==> config.mk <==
export PLATFORM = sky130hd
export DESIGN_NAME = sprite_rle_row_decoder_core
export DESIGN_NICKNAME = d
export VERILOG_FILES = /design/src/rtl/srd_pkg.sv /design/src/rtl/srd_cfg_regs.sv /design/src/rtl/srd_decoder.sv /design/src/rtl/srd_out_queue.sv /design/src/rtl/sprite_rle_row_decoder_core.sv
export SDC_FILE = /design/constraint.sdc
export NUM_CORES = 1
export LEC_CHECK = 0
export BUFFER_PORTS_ARGS = -buffer_cell sky130_fd_sc_hd__buf_2
export CAP_MARGIN = 0
export CORE_MARGIN = 10
export CORE_UTILIZATION = 48
export DETAILED_ROUTE_END_ITERATION = 8
export PLACE_DENSITY = 0.76
export SETUP_SLACK_MARGIN = 0.3
export SYNTH_ARGS = -nofsm -noshare
export SYNTH_HDL_FRONTEND = slang
export SYNTH_SLANG_ARGS = --single-unit
export TNS_END_PERCENT = 10
==> constraint.sdc <==
create_clock -name clk -period 11.7 [get_ports clk]
set_clock_uncertainty 0.05 [all_clocks]
set_input_delay 2.34 -clock clk [delete_from_list [all_inputs] [get_ports clk]]
set_output_delay 2.34 -clock clk [all_outputs]
set_load 0.02 [all_outputs]
==> src/rtl/srd_pkg.sv <==
// Shared types, opcodes, status codes and split tables for the sprite
// run-length row decoder. No dependencies; used by every module under rtl.
`timescale 1ns / 1ps
`default_nettype none

package srd_pkg;

    // default frame dimension cap handed to the top level
    localparam int unsigned MAX_DIM_DEFAULT = 4096;
    // colour indices at or above this count are always refused
    localparam int unsigned MAX_PALETTE     = 256;

    // register widths
    localparam int unsigned DIM_REG_W   = 13;
    localparam int unsigned PAL_REG_W   = 9;
    localparam int unsigned SPLIT_REG_W = 4;
    localparam int unsigned CFG_DATA_W  = 13;
    localparam int unsigned CFG_IDX_W   = 2;
    // largest value a dimension register can hold
    localparam int unsigned DIM_REG_MAX = (1 << DIM_REG_W) - 1;

    // result field widths
    localparam int unsigned POS_W   = 12;
    localparam int unsigned LEN_W   = 9;
    localparam int unsigned COLOR_W = 8;

    // result queue
    localparam int unsigned QUEUE_DEPTH = 4;

    // register indices
    typedef enum logic [CFG_IDX_W-1:0] {
        CFG_FRAME_WIDTH     = 2'd0,
        CFG_FRAME_HEIGHT    = 2'd1,
        CFG_PALETTE_ENTRIES = 2'd2,
        CFG_SPLIT_MODE      = 2'd3
    } srd_cfg_idx_t;

    // stream opcodes
    localparam logic [7:0] OP_END_FRAME  = 8'hff;
    localparam logic [7:0] OP_END_ROW    = 8'hfe;
    localparam logic [7:0] OP_FILL       = 8'hfd;
    localparam logic [7:0] OP_SKIP       = 8'hfc;
    localparam logic [7:0] OP_COLOR_BASE = 8'hfb;

    // result kinds
    typedef enum logic [2:0] {
        ST_RUN          = 3'd0,
        ST_COMPLETE     = 3'd1,
        ST_TRUNCATED    = 3'd2,
        ST_ROW_OVERFLOW = 3'd3,
        ST_BAD_COLOR    = 3'd4
    } srd_status_t;

    // configuration as seen by the decoder
    typedef struct packed {
        logic [DIM_REG_W-1:0]   frame_width;
        logic [DIM_REG_W-1:0]   frame_height;
        logic [PAL_REG_W-1:0]   palette_entries;
        logic [SPLIT_REG_W-1:0] split_mode;
    } srd_cfg_t;

    // one result item
    typedef struct packed {
        srd_status_t        status;
        logic [POS_W-1:0]   row;
        logic [POS_W-1:0]   column;
        logic [LEN_W-1:0]   run_length;
        logic [COLOR_W-1:0] color_index;
        logic               opaque;
        logic               last_of_item;
    } srd_result_t;

    // up to two results written into the queue in one cycle
    typedef struct packed {
        logic [1:0]  count;
        srd_result_t first;
        srd_result_t second;
    } srd_push_t;

    // length mask of a short run opcode
    function automatic logic [7:0] run_mask(input logic [SPLIT_REG_W-1:0] split);
        logic [7:0] m;
        case (split)
            4'd0:    m = 8'h00;
            4'd1:    m = 8'h01;
            4'd2:    m = 8'h03;
            4'd3:    m = 8'h07;
            4'd4:    m = 8'h0f;
            4'd5:    m = 8'h1f;
            4'd6:    m = 8'h3f;
            4'd7:    m = 8'h7f;
            4'd8:    m = 8'hff;
            4'd9:    m = 8'h00;
            4'd10:   m = 8'h01;
            4'd11:   m = 8'h02;
            4'd12:   m = 8'h03;
            4'd13:   m = 8'h04;
            4'd14:   m = 8'h05;
            default: m = 8'h06;
        endcase
        return m;
    endfunction

    // colour shift of a short run opcode
    function automatic logic [3:0] run_shift(input logic [SPLIT_REG_W-1:0] split);
        logic [3:0] s;
        case (split)
            4'd0:    s = 4'd0;
            4'd1:    s = 4'd1;
            4'd2:    s = 4'd2;
            4'd3:    s = 4'd3;
            4'd4:    s = 4'd4;
            4'd5:    s = 4'd5;
            4'd6:    s = 4'd6;
            4'd7:    s = 4'd7;
            4'd8:    s = 4'd8;
            4'd9:    s = 4'd0;
            4'd10:   s = 4'd1;
            4'd11:   s = 4'd2;
            4'd12:   s = 4'd3;
            4'd13:   s = 4'd4;
            4'd14:   s = 4'd5;
            default: s = 4'd6;
        endcase
        return s;
    endfunction

endpackage

`default_nettype wire

==> src/rtl/srd_cfg_regs.sv <==
// Configuration registers of the sprite run-length decoder.
// Depends on srd_pkg for register indices, widths and the config struct.
`timescale 1ns / 1ps
`default_nettype none

module srd_cfg_regs
(
    input  wire logic                             clk,
    input  wire logic                             rst_n,
    input  wire logic                             cfg_we,
    input  wire logic [srd_pkg::CFG_IDX_W-1:0]    cfg_index,
    input  wire logic [srd_pkg::CFG_DATA_W-1:0]   cfg_data,
    output srd_pkg::srd_cfg_t                     cfg
);

    srd_pkg::srd_cfg_t cfg_reg;

    // register writes, no read-back
    always_ff @(posedge clk or negedge rst_n)
    begin
        if (!rst_n)
        begin
            cfg_reg.frame_width     <= srd_pkg::DIM_REG_W'(1);
            cfg_reg.frame_height    <= srd_pkg::DIM_REG_W'(1);
            cfg_reg.palette_entries <= srd_pkg::PAL_REG_W'(srd_pkg::MAX_PALETTE);
            cfg_reg.split_mode      <= '0;
        end
        else if (cfg_we)
        begin
            case (srd_pkg::srd_cfg_idx_t'(cfg_index))
                srd_pkg::CFG_FRAME_WIDTH:
                    cfg_reg.frame_width <= cfg_data[srd_pkg::DIM_REG_W-1:0];
                srd_pkg::CFG_FRAME_HEIGHT:
                    cfg_reg.frame_height <= cfg_data[srd_pkg::DIM_REG_W-1:0];
                srd_pkg::CFG_PALETTE_ENTRIES:
                    cfg_reg.palette_entries <= cfg_data[srd_pkg::PAL_REG_W-1:0];
                srd_pkg::CFG_SPLIT_MODE:
                    cfg_reg.split_mode <= cfg_data[srd_pkg::SPLIT_REG_W-1:0];
                default:
                    cfg_reg.split_mode <= cfg_reg.split_mode;
            endcase
        end
    end

    assign cfg = cfg_reg;

endmodule

`default_nettype wire

==> src/rtl/srd_decoder.sv <==
// Input register and single-pass opcode decoder with frame state.
// Depends on srd_pkg; produces up to two results per byte for srd_out_queue.
`timescale 1ns / 1ps
`default_nettype none

module srd_decoder
#(
    parameter int unsigned MAX_DIM = srd_pkg::MAX_DIM_DEFAULT
)
(
    input  wire logic         clk,
    input  wire logic         rst_n,
    input  wire srd_pkg::srd_cfg_t cfg,
    input  wire logic         in_valid,
    output logic              in_ready,
    input  wire logic [7:0]   in_byte,
    input  wire logic         in_last,
    input  wire logic         room,
    output srd_pkg::srd_push_t push
);

    // counters only ever reach the effective dimension
    localparam int unsigned DIM_LIMIT = (MAX_DIM < srd_pkg::DIM_REG_MAX) ?
                                        MAX_DIM : srd_pkg::DIM_REG_MAX;
    localparam int unsigned CNT_W = $clog2(DIM_LIMIT + 1);
    localparam int unsigned SUM_W = ((CNT_W > srd_pkg::LEN_W) ? CNT_W : srd_pkg::LEN_W) + 1;

    typedef enum logic [2:0] {
        PH_OPCODE,
        PH_BASE_LO,
        PH_BASE_HI,
        PH_SKIP_LEN,
        PH_FILL_LEN,
        PH_FILL_COLOR
    } phase_t;

    phase_t             phase_reg,    phase_next;
    logic [7:0]         base_reg,     base_next;
    logic [7:0]         pending_reg,  pending_next;
    logic [CNT_W-1:0]   row_reg,      row_next;
    logic [CNT_W-1:0]   col_reg,      col_next;
    logic               finished_reg, finished_next;
    logic               in_valid_reg;
    logic [7:0]         in_byte_reg;
    logic               in_last_reg;

    logic               advance;
    logic [CNT_W-1:0]   w_eff;
    logic [CNT_W-1:0]   h_eff;
    logic [srd_pkg::PAL_REG_W-1:0] pal_eff;
    logic [7:0]         sr_mask;
    logic [3:0]         sr_shift;
    logic               is_short_run;

    logic                          run_go;
    logic [srd_pkg::LEN_W-1:0]     run_count;
    logic [srd_pkg::COLOR_W-1:0]   run_color;
    logic                          run_opq;
    logic [SUM_W-1:0]              run_sum;
    logic                          run_exceed;
    logic                          run_bad;
    srd_pkg::srd_result_t          run_res;
    srd_pkg::srd_result_t          done_res;
    srd_pkg::srd_result_t          trunc_res;
    srd_pkg::srd_result_t          prim_res;
    logic                          prim_valid;
    logic                          trunc_valid;

    // input register: a byte moves on when the queue has room for two results
    assign advance  = in_valid_reg && room;
    assign in_ready = !in_valid_reg || room;

    // effective limits
    assign w_eff = (cfg.frame_width > srd_pkg::DIM_REG_W'(DIM_LIMIT)) ?
                   CNT_W'(DIM_LIMIT) : CNT_W'(cfg.frame_width);
    assign h_eff = (cfg.frame_height > srd_pkg::DIM_REG_W'(DIM_LIMIT)) ?
                   CNT_W'(DIM_LIMIT) : CNT_W'(cfg.frame_height);
    assign pal_eff = (cfg.palette_entries > srd_pkg::PAL_REG_W'(srd_pkg::MAX_PALETTE)) ?
                     srd_pkg::PAL_REG_W'(srd_pkg::MAX_PALETTE) : cfg.palette_entries;

    assign sr_mask  = srd_pkg::run_mask(cfg.split_mode);
    assign sr_shift = srd_pkg::run_shift(cfg.split_mode);
    assign is_short_run = !(in_byte_reg inside {srd_pkg::OP_END_FRAME, srd_pkg::OP_END_ROW,
                                                 srd_pkg::OP_FILL, srd_pkg::OP_SKIP,
                                                 srd_pkg::OP_COLOR_BASE});

    // run operands for the current phase
    always_comb
    begin
        run_go    = 1'b0;
        run_count = '0;
        run_color = '0;
        run_opq   = 1'b0;
        case (phase_reg)
            PH_SKIP_LEN:
            begin
                run_go    = 1'b1;
                run_count = srd_pkg::LEN_W'(in_byte_reg) + srd_pkg::LEN_W'(1);
            end
            PH_FILL_COLOR:
            begin
                run_go    = 1'b1;
                run_count = srd_pkg::LEN_W'(pending_reg) + srd_pkg::LEN_W'(1);
                run_color = in_byte_reg;
                run_opq   = 1'b1;
            end
            PH_BASE_LO, PH_BASE_HI, PH_FILL_LEN:
            begin
                run_go = 1'b0;
            end
            // expecting opcode, unused codes included
            default:
            begin
                run_go    = is_short_run;
                run_count = srd_pkg::LEN_W'(in_byte_reg & sr_mask) + srd_pkg::LEN_W'(1);
                run_color = base_reg + (in_byte_reg >> sr_shift);
                run_opq   = 1'b1;
            end
        endcase
    end

    // run check against row end and palette
    assign run_sum    = SUM_W'(col_reg) + SUM_W'(run_count);
    assign run_exceed = run_sum > SUM_W'(w_eff);
    assign run_bad    = run_opq && ({1'b0, run_color} >= pal_eff);

    always_comb
    begin
        run_res.status       = run_exceed ? srd_pkg::ST_ROW_OVERFLOW :
                               run_bad    ? srd_pkg::ST_BAD_COLOR : srd_pkg::ST_RUN;
        run_res.row          = srd_pkg::POS_W'(row_reg);
        run_res.column       = srd_pkg::POS_W'(col_reg);
        run_res.run_length   = run_count;
        run_res.color_index  = run_color;
        run_res.opaque       = run_opq;
        run_res.last_of_item = 1'b0;

        done_res        = '0;
        done_res.status = srd_pkg::ST_COMPLETE;
        trunc_res        = '0;
        trunc_res.status = srd_pkg::ST_TRUNCATED;
    end

    // frame state update for the byte in the input register
    always_comb
    begin
        phase_next    = phase_reg;
        base_next     = base_reg;
        pending_next  = pending_reg;
        row_next      = row_reg;
        col_next      = col_reg;
        finished_next = finished_reg;
        prim_valid    = 1'b0;
        prim_res      = done_res;
        trunc_valid   = 1'b0;

        if (advance && !finished_reg)
        begin
            if (row_reg >= h_eff)
            begin
                prim_valid    = 1'b1;
                finished_next = 1'b1;
            end
            else
            begin
                case (phase_reg)
                    PH_BASE_LO:
                    begin
                        base_next  = in_byte_reg;
                        phase_next = PH_BASE_HI;
                    end
                    PH_BASE_HI:
                    begin
                        phase_next = PH_OPCODE;
                    end
                    PH_FILL_LEN:
                    begin
                        pending_next = in_byte_reg;
                        phase_next   = PH_FILL_COLOR;
                    end
                    PH_SKIP_LEN, PH_FILL_COLOR:
                    begin
                        phase_next = PH_OPCODE;
                    end
                    default:
                    begin
                        phase_next = PH_OPCODE;
                        case (in_byte_reg)
                            srd_pkg::OP_END_FRAME:
                            begin
                                prim_valid    = 1'b1;
                                finished_next = 1'b1;
                            end
                            srd_pkg::OP_END_ROW:
                            begin
                                row_next  = row_reg + CNT_W'(1);
                                col_next  = '0;
                                base_next = '0;
                                if ((row_reg + CNT_W'(1)) >= h_eff)
                                begin
                                    prim_valid    = 1'b1;
                                    finished_next = 1'b1;
                                end
                            end
                            srd_pkg::OP_COLOR_BASE: phase_next = PH_BASE_LO;
                            srd_pkg::OP_SKIP:       phase_next = PH_SKIP_LEN;
                            srd_pkg::OP_FILL:       phase_next = PH_FILL_LEN;
                            default:                phase_next = PH_OPCODE;
                        endcase
                    end
                endcase

                // one run per byte at most
                if (run_go)
                begin
                    prim_valid = 1'b1;
                    prim_res   = run_res;
                    if (run_exceed || run_bad)
                        finished_next = 1'b1;
                    else
                        col_next = CNT_W'(run_sum);
                end
            end

            // stream ends before the frame does
            if (in_last_reg && !finished_next)
            begin
                trunc_valid   = 1'b1;
                finished_next = 1'b1;
            end
        end

        // end of data rearms for the next frame
        if (advance && in_last_reg)
        begin
            phase_next    = PH_OPCODE;
            base_next     = '0;
            pending_next  = '0;
            row_next      = '0;
            col_next      = '0;
            finished_next = 1'b0;
        end
    end

    // results handed to the queue, last one flagged
    always_comb
    begin
        push = '0;
        if (prim_valid && trunc_valid)
        begin
            push.count                = 2'd2;
            push.first                = prim_res;
            push.second               = trunc_res;
            push.second.last_of_item  = 1'b1;
        end
        else if (prim_valid)
        begin
            push.count              = 2'd1;
            push.first              = prim_res;
            push.first.last_of_item = 1'b1;
        end
        else if (trunc_valid)
        begin
            push.count              = 2'd1;
            push.first              = trunc_res;
            push.first.last_of_item = 1'b1;
        end
    end

    // control state
    always_ff @(posedge clk or negedge rst_n)
    begin
        if (!rst_n)
        begin
            phase_reg    <= PH_OPCODE;
            base_reg     <= '0;
            pending_reg  <= '0;
            row_reg      <= '0;
            col_reg      <= '0;
            finished_reg <= 1'b0;
            in_valid_reg <= 1'b0;
        end
        else
        begin
            phase_reg    <= phase_next;
            base_reg     <= base_next;
            pending_reg  <= pending_next;
            row_reg      <= row_next;
            col_reg      <= col_next;
            finished_reg <= finished_next;
            if (in_ready)
                in_valid_reg <= in_valid;
        end
    end

    // input payload
    always_ff @(posedge clk)
    begin
        if (in_valid && in_ready)
        begin
            in_byte_reg <= in_byte;
            in_last_reg <= in_last;
        end
    end

endmodule

`default_nettype wire

==> src/rtl/srd_out_queue.sv <==
// Result queue: takes up to two results a cycle, gives one a cycle while out_ready is high.
// Depends on srd_pkg for the result and push structs.
`timescale 1ns / 1ps
`default_nettype none

module srd_out_queue
(
    input  wire logic             clk,
    input  wire logic             rst_n,
    input  wire srd_pkg::srd_push_t push,
    output logic                  room,
    output logic                  out_valid,
    input  wire logic             out_ready,
    output srd_pkg::srd_result_t  out_res
);

    localparam int unsigned PTR_W = $clog2(srd_pkg::QUEUE_DEPTH);
    localparam int unsigned CNT_W = PTR_W + 1;

    srd_pkg::srd_result_t mem [srd_pkg::QUEUE_DEPTH];
    logic [PTR_W-1:0] head_reg, head_next;
    logic [PTR_W-1:0] tail_reg, tail_next;
    logic [CNT_W-1:0] count_reg, count_next;
    logic             pop;

    assign pop       = out_valid && out_ready;
    assign out_valid = count_reg != '0;
    assign out_res   = mem[head_reg];
    // two free slots so a whole byte's results always fit
    assign room      = count_reg <= CNT_W'(srd_pkg::QUEUE_DEPTH - 2);

    // pointer and fill arithmetic
    always_comb
    begin
        head_next  = pop ? head_reg + PTR_W'(1) : head_reg;
        tail_next  = tail_reg + PTR_W'(push.count);
        count_next = count_reg + CNT_W'(push.count) - CNT_W'(pop);
    end

    always_ff @(posedge clk or negedge rst_n)
    begin
        if (!rst_n)
        begin
            head_reg  <= '0;
            tail_reg  <= '0;
            count_reg <= '0;
        end
        else
        begin
            head_reg  <= head_next;
            tail_reg  <= tail_next;
            count_reg <= count_next;
        end
    end

    // result storage
    always_ff @(posedge clk)
    begin
        if (push.count != 2'd0)
            mem[tail_reg] <= push.first;
        if (push.count == 2'd2)
            mem[tail_reg + PTR_W'(1)] <= push.second;
    end

endmodule

`default_nettype wire

==> src/rtl/sprite_rle_row_decoder_core.sv <==
// Top level of the sprite run-length row decoder.
// Depends on srd_pkg, srd_cfg_regs, srd_decoder and srd_out_queue.
//
//  channel  | direction | payload                                  | handshake
//  ---------+-----------+------------------------------------------+------------------
//  s_axis   | in        | tdata: data_byte; tlast: end_of_data     | s_tvalid/s_tready
//  m_axis   | out       | tdata: run fields; tuser: status;        | m_tvalid/m_tready
//           |           | tlast: last_of_item                      |
//  cfg      | in        | cfg_index selects register, cfg_data     | cfg_we, no wait
//
// One stream byte is taken every cycle while s_tready is high; its results pass
// through the input register, then the result queue. A byte giving two results
// holds the output for two transfers, one result per transfer.
// The four-entry result queue absorbs stalls on m_tready; s_tready falls when
// the input register holds a byte and fewer than two entries are free.
// rst_n clears frame state and the queue and loads register defaults.
`timescale 1ns / 1ps
`default_nettype none

module sprite_rle_row_decoder_core
#(
    parameter int unsigned MAX_DIM = srd_pkg::MAX_DIM_DEFAULT
)
(
    input  wire logic                            clk,
    input  wire logic                            rst_n,
    // stream in
    input  wire logic                            s_tvalid,
    output logic                                 s_tready,
    input  wire logic [7:0]                      s_tdata,   // [7:0] data_byte
    input  wire logic                            s_tlast,   // end_of_data
    // results out
    output logic                                 m_tvalid,
    input  wire logic                            m_tready,
    output logic [47:0]                          m_tdata,   // [11:0] row, [23:12] column,
                                                            // [32:24] run_length,
                                                            // [40:33] color_index,
                                                            // [41] opaque, rest zero
    output logic [2:0]                           m_tuser,   // [2:0] status
    output logic                                 m_tlast,   // last_of_item
    // configuration
    input  wire logic                            cfg_we,
    input  wire logic [srd_pkg::CFG_IDX_W-1:0]   cfg_index,
    input  wire logic [srd_pkg::CFG_DATA_W-1:0]  cfg_data
);

    srd_pkg::srd_cfg_t    cfg;
    srd_pkg::srd_push_t   push;
    srd_pkg::srd_result_t out_res;
    logic                 room;

    // register file
    srd_cfg_regs u_cfg
    (
        .clk       (clk),
        .rst_n     (rst_n),
        .cfg_we    (cfg_we),
        .cfg_index (cfg_index),
        .cfg_data  (cfg_data),
        .cfg       (cfg)
    );

    // byte decode
    srd_decoder #(
        .MAX_DIM (MAX_DIM)
    ) u_decoder
    (
        .clk      (clk),
        .rst_n    (rst_n),
        .cfg      (cfg),
        .in_valid (s_tvalid),
        .in_ready (s_tready),
        .in_byte  (s_tdata),
        .in_last  (s_tlast),
        .room     (room),
        .push     (push)
    );

    // result queue
    srd_out_queue u_queue
    (
        .clk       (clk),
        .rst_n     (rst_n),
        .push      (push),
        .room      (room),
        .out_valid (m_tvalid),
        .out_ready (m_tready),
        .out_res   (out_res)
    );

    // output packing
    assign m_tdata = {6'b0, out_res.opaque, out_res.color_index, out_res.run_length,
                      out_res.column, out_res.row};
    assign m_tuser = out_res.status;
    assign m_tlast = out_res.last_of_item;

endmodule

`default_nettype wire
==> summary.txt <==
Setup path
  • Crit path buffers/inverters: 2
  • Crit Path Category: reg -> reg
  • Worst Path Max Fanout: 13
  • Worst EP required: 12.13 ns
  • Kind of end point of the critical path: flop
  • CP delay by family, top: compound AO/OA/AOI/OAI gates
  • Critical path arrival: 8.37 ns
  • Slowest stage cell, crit path: a31oi_1
  • Startpoint type of the worst setup path: flop
  • Critical path's most frequent cell: ha_1
  • CP max stage delay: 0.85 ns

Global route
  • Total grt overflow: 0
  • Pin count of the biggest net entering global routing: 57
  • Gr usage total: 0.200
  • Vias in the first global route: roughly 11,000
  • First-pass GRT wire length: 59.6 mm
  • Initial antenna violation count: 1

Route
  • Drt total wl: 37.6 mm
  • Met2 WL: about 17 mm
  • DR top layer: met5
  • Drt drc: 0
  • Post-route ant nets: 0
  • Iter 0 DRT Violations: 978
  • WL per Instance: 20.9 um
  • Vias: 10,900
  • Metal3 WL: 3.02 mm
  • Met1 WL: ~16 mm
  • Vias/cell: 6.10
  • Drt pass-1 iters: 5

Pwr
  • Sw Share: 0.383
  • Internal power: 2.28 mW
  • Peak supply drop: 0.000116 V
  • Clk pwr share: 0.265
  • Reg power frac: 0.369
  • P_sw: around 1.4 mW
  • Pwr Density: 234 nW/um^2
  • Pleak: 6.82 nW
  • Comb pwr share: 0.366

Finish
  • Area growth from synthesis to layout: 11.3%
  • Commonest non-fill, non-tap cell in the layout: dfxtp_1
  • Largest register FFs: approximately 180
  • Cell Count, Final, Fillers Out: around 1,800
  • Layout cells sized above 1: 0.178
  • Final core utilization: 0.546
  • Commonest non-fill, non-tap cells in the layout: dfxtp_1, nand2_1, a22o_1
  • Final net count: 1,496
  • N_diodes: 0

Clock tree
  • Root buf cell: clkbuf_16
  • Setup Buffers After CTS: 0
  • H-tree levels: 1
  • Clk sink count: about 290
  • Clock slew at reported path FFs: about 0.06 ns
  • Clock buffer depth: 3
  • Post-CTS Hold Fix Bufs: 0
  • Total CTS buffers: 30
  • Clock Latency Late Sink: a little under 0.6 ns
  • Post-CTS resize count: 0
  • CTS tree: built

Synth
  • Leading area contributor after synthesis: dfxtp_1
  • Post-synth ARST share: 0.325
  • Seq/Total Area, Yosys: 0.447
  • Post-synthesis cell type count: 79
  • Syn_area_per_cell: ~11 um^2
  • Post-Syn Area: 14,200 um^2
  • Largest cells by area after synthesis: dfxtp_1, dfrtp_1, a22o_1
  • Synth warn: 0
  • Ys flop type: dfxtp_1
  • Mapped Cells: 1,354
  • Number of synthesized flops with an enable pin: 17
  • Yosys top cell area share: 0.248
  • Number of synthesized register bits: around 290

Timing
  • Final setup margin: around 3.8 ns
  • Setup TNS: 0 ns
  • RSZ-0062 raised after global routing: no
  • Final critical-path required period: 7.93 ns
  • WHS: 0.405 ns
  • Pins Over Slew Limit: 0
  • Tcrit/Tclk final: 0.678
  • Final setup violation count: 0
  • Achievable clock frequency: 126 MHz
  • Fin. Hold Viols: 0
  • Worst Max-Slew Pin Slew: 1.06 ns
  • Worst slew margin: 0.289

Die
  • Die width: slightly below 200 um
  • Initial Utilization: 0.490
  • Num rows: 62
  • Core area: 29,000 um^2
  • Die height: 192 um
  • Boundary Pins: between 80 and 90
  • Die ar.: between 30,000 and 40,000 um^2

Place
  • PortBufs: 76
  • # placed instances: between 1,500 and 2,000
  • Dpl ws: 3.95 ns
  • Gpl congestion: 0.949
  • Post-DP HPWL: between 20 and 30 mm

Status
  • Outcome: complete, no violations

Run
  • MaxCap Viol Count: 0

Worst hold path
  • Hold crit path type: reg -> reg
[cells by family after synthesis]
kind of cell,share of synthesized area
AOI/OAI and AO/OA,0.187
buffers and inverters,0.0390
and+or+nand+nor,0.121
muxes,0.107
adders and majority gates,0.0702
other,0.000264
DFF,0.447
xor gates and xnor gates,0.0277
[per-layer routing]
layer	vias up	GRT usage
met1	5367	0.276
met5	-	0
met4	2	0.0617
met3	69	0.0341
li1	5043	-
met2	460	0.314
[path summary, 6_finish.rpt]
path | end | slack (ns) | startpoint | depth (start not counted)
worst min register to register | u_queue.mem[3][15]$_SDFFE_PP0P_ | 0.40 | u_queue.mem[3][15]$_SDFFE_PP0P_ | 2
worst max register to register | u_queue.mem[1][17]$_SDFFE_PP0P_ | 3.77 | u_cfg.cfg[1]$_DFFE_PN0P_ | 28
max in group asynchronous | u_decoder.pending_reg[4]$_DFFE_PN0P_ | 8.79 | rst_n | 2
worst max-delay path | u_queue.mem[1][17]$_SDFFE_PP0P_ | 3.77 | u_cfg.cfg[1]$_DFFE_PN0P_ | 28
min in group asynchronous | u_decoder.col_reg[8]$_DFFE_PN0P_ | 1.70 | rst_n | 1
worst min-delay path | u_queue.mem[3][15]$_SDFFE_PP0P_ | 0.40 | u_queue.mem[3][15]$_SDFFE_PP0P_ | 2
[synthesized netlist by cell type, drive strengths merged (7+ instances only)]
| cell type | instances |
|---|---|
| dfrtp | 90 |
| nor3 | 16 |
| and2 | 12 |
| mux2 | 38 |
| a21o | 12 |
| a22o | 136 |
| a21oi | 45 |
| o31ai | 7 |
| nand3 | 21 |
| nand2 | 155 |
| mux4 | 46 |
| ha | 75 |
| inv | 37 |
| edfxtp | 17 |
| xor2 | 22 |
| buf | 41 |
| nor2b | 17 |
| xnor2 | 23 |
| nand2b | 21 |
| nor2 | 63 |
| o21a | 9 |
| a32o | 8 |
| clkbuf | 48 |
| dfxtp | 176 |
| and3 | 14 |
| o21ai | 106 |
| nand4 | 10 |
[layout make-up]
class | instances | area (um^2)
Fill cell | 2500 | 13200
Multi-Input combinational cell | 946 | 7330
Sequential cell | 286 | 6370
Clock buffer | 47 | 970
Tap cell | 384 | 480
Timing Repair Buffer | 87 | 465
Inverter | 38 | 143
Clock inverter | 7 | 76.3
[tightest hold or removal path, stage by stage (launching register included)]
cell and delay (ns):
dfxtp_1 0.32, nand2_1 0.05, o21ai_0 0.05
[power by group through the flow]
stage,sequential (mW),combinational [mW],clock (mW)
finish,1.37,1.35,0.979
global route,1.39,1.48,1.03
CTS,1.36,1.35,0.990
detailed placement,1.38,1.34,0
global placement,1.37,1.31,0
floorplan,1.29,1.04,0
[through the flow]
stage          instance area [um^2]  power, mW
6_report                      15800       3.70
4_1_cts                       15800       3.70
2_1_floorplan                 14200       2.32
3_3_place_gp                  14800       2.68
5_1_grt                       15800       3.90
3_5_place_dp                  14800       2.72
Note: power is estimated with default switching activity, not from simulation.
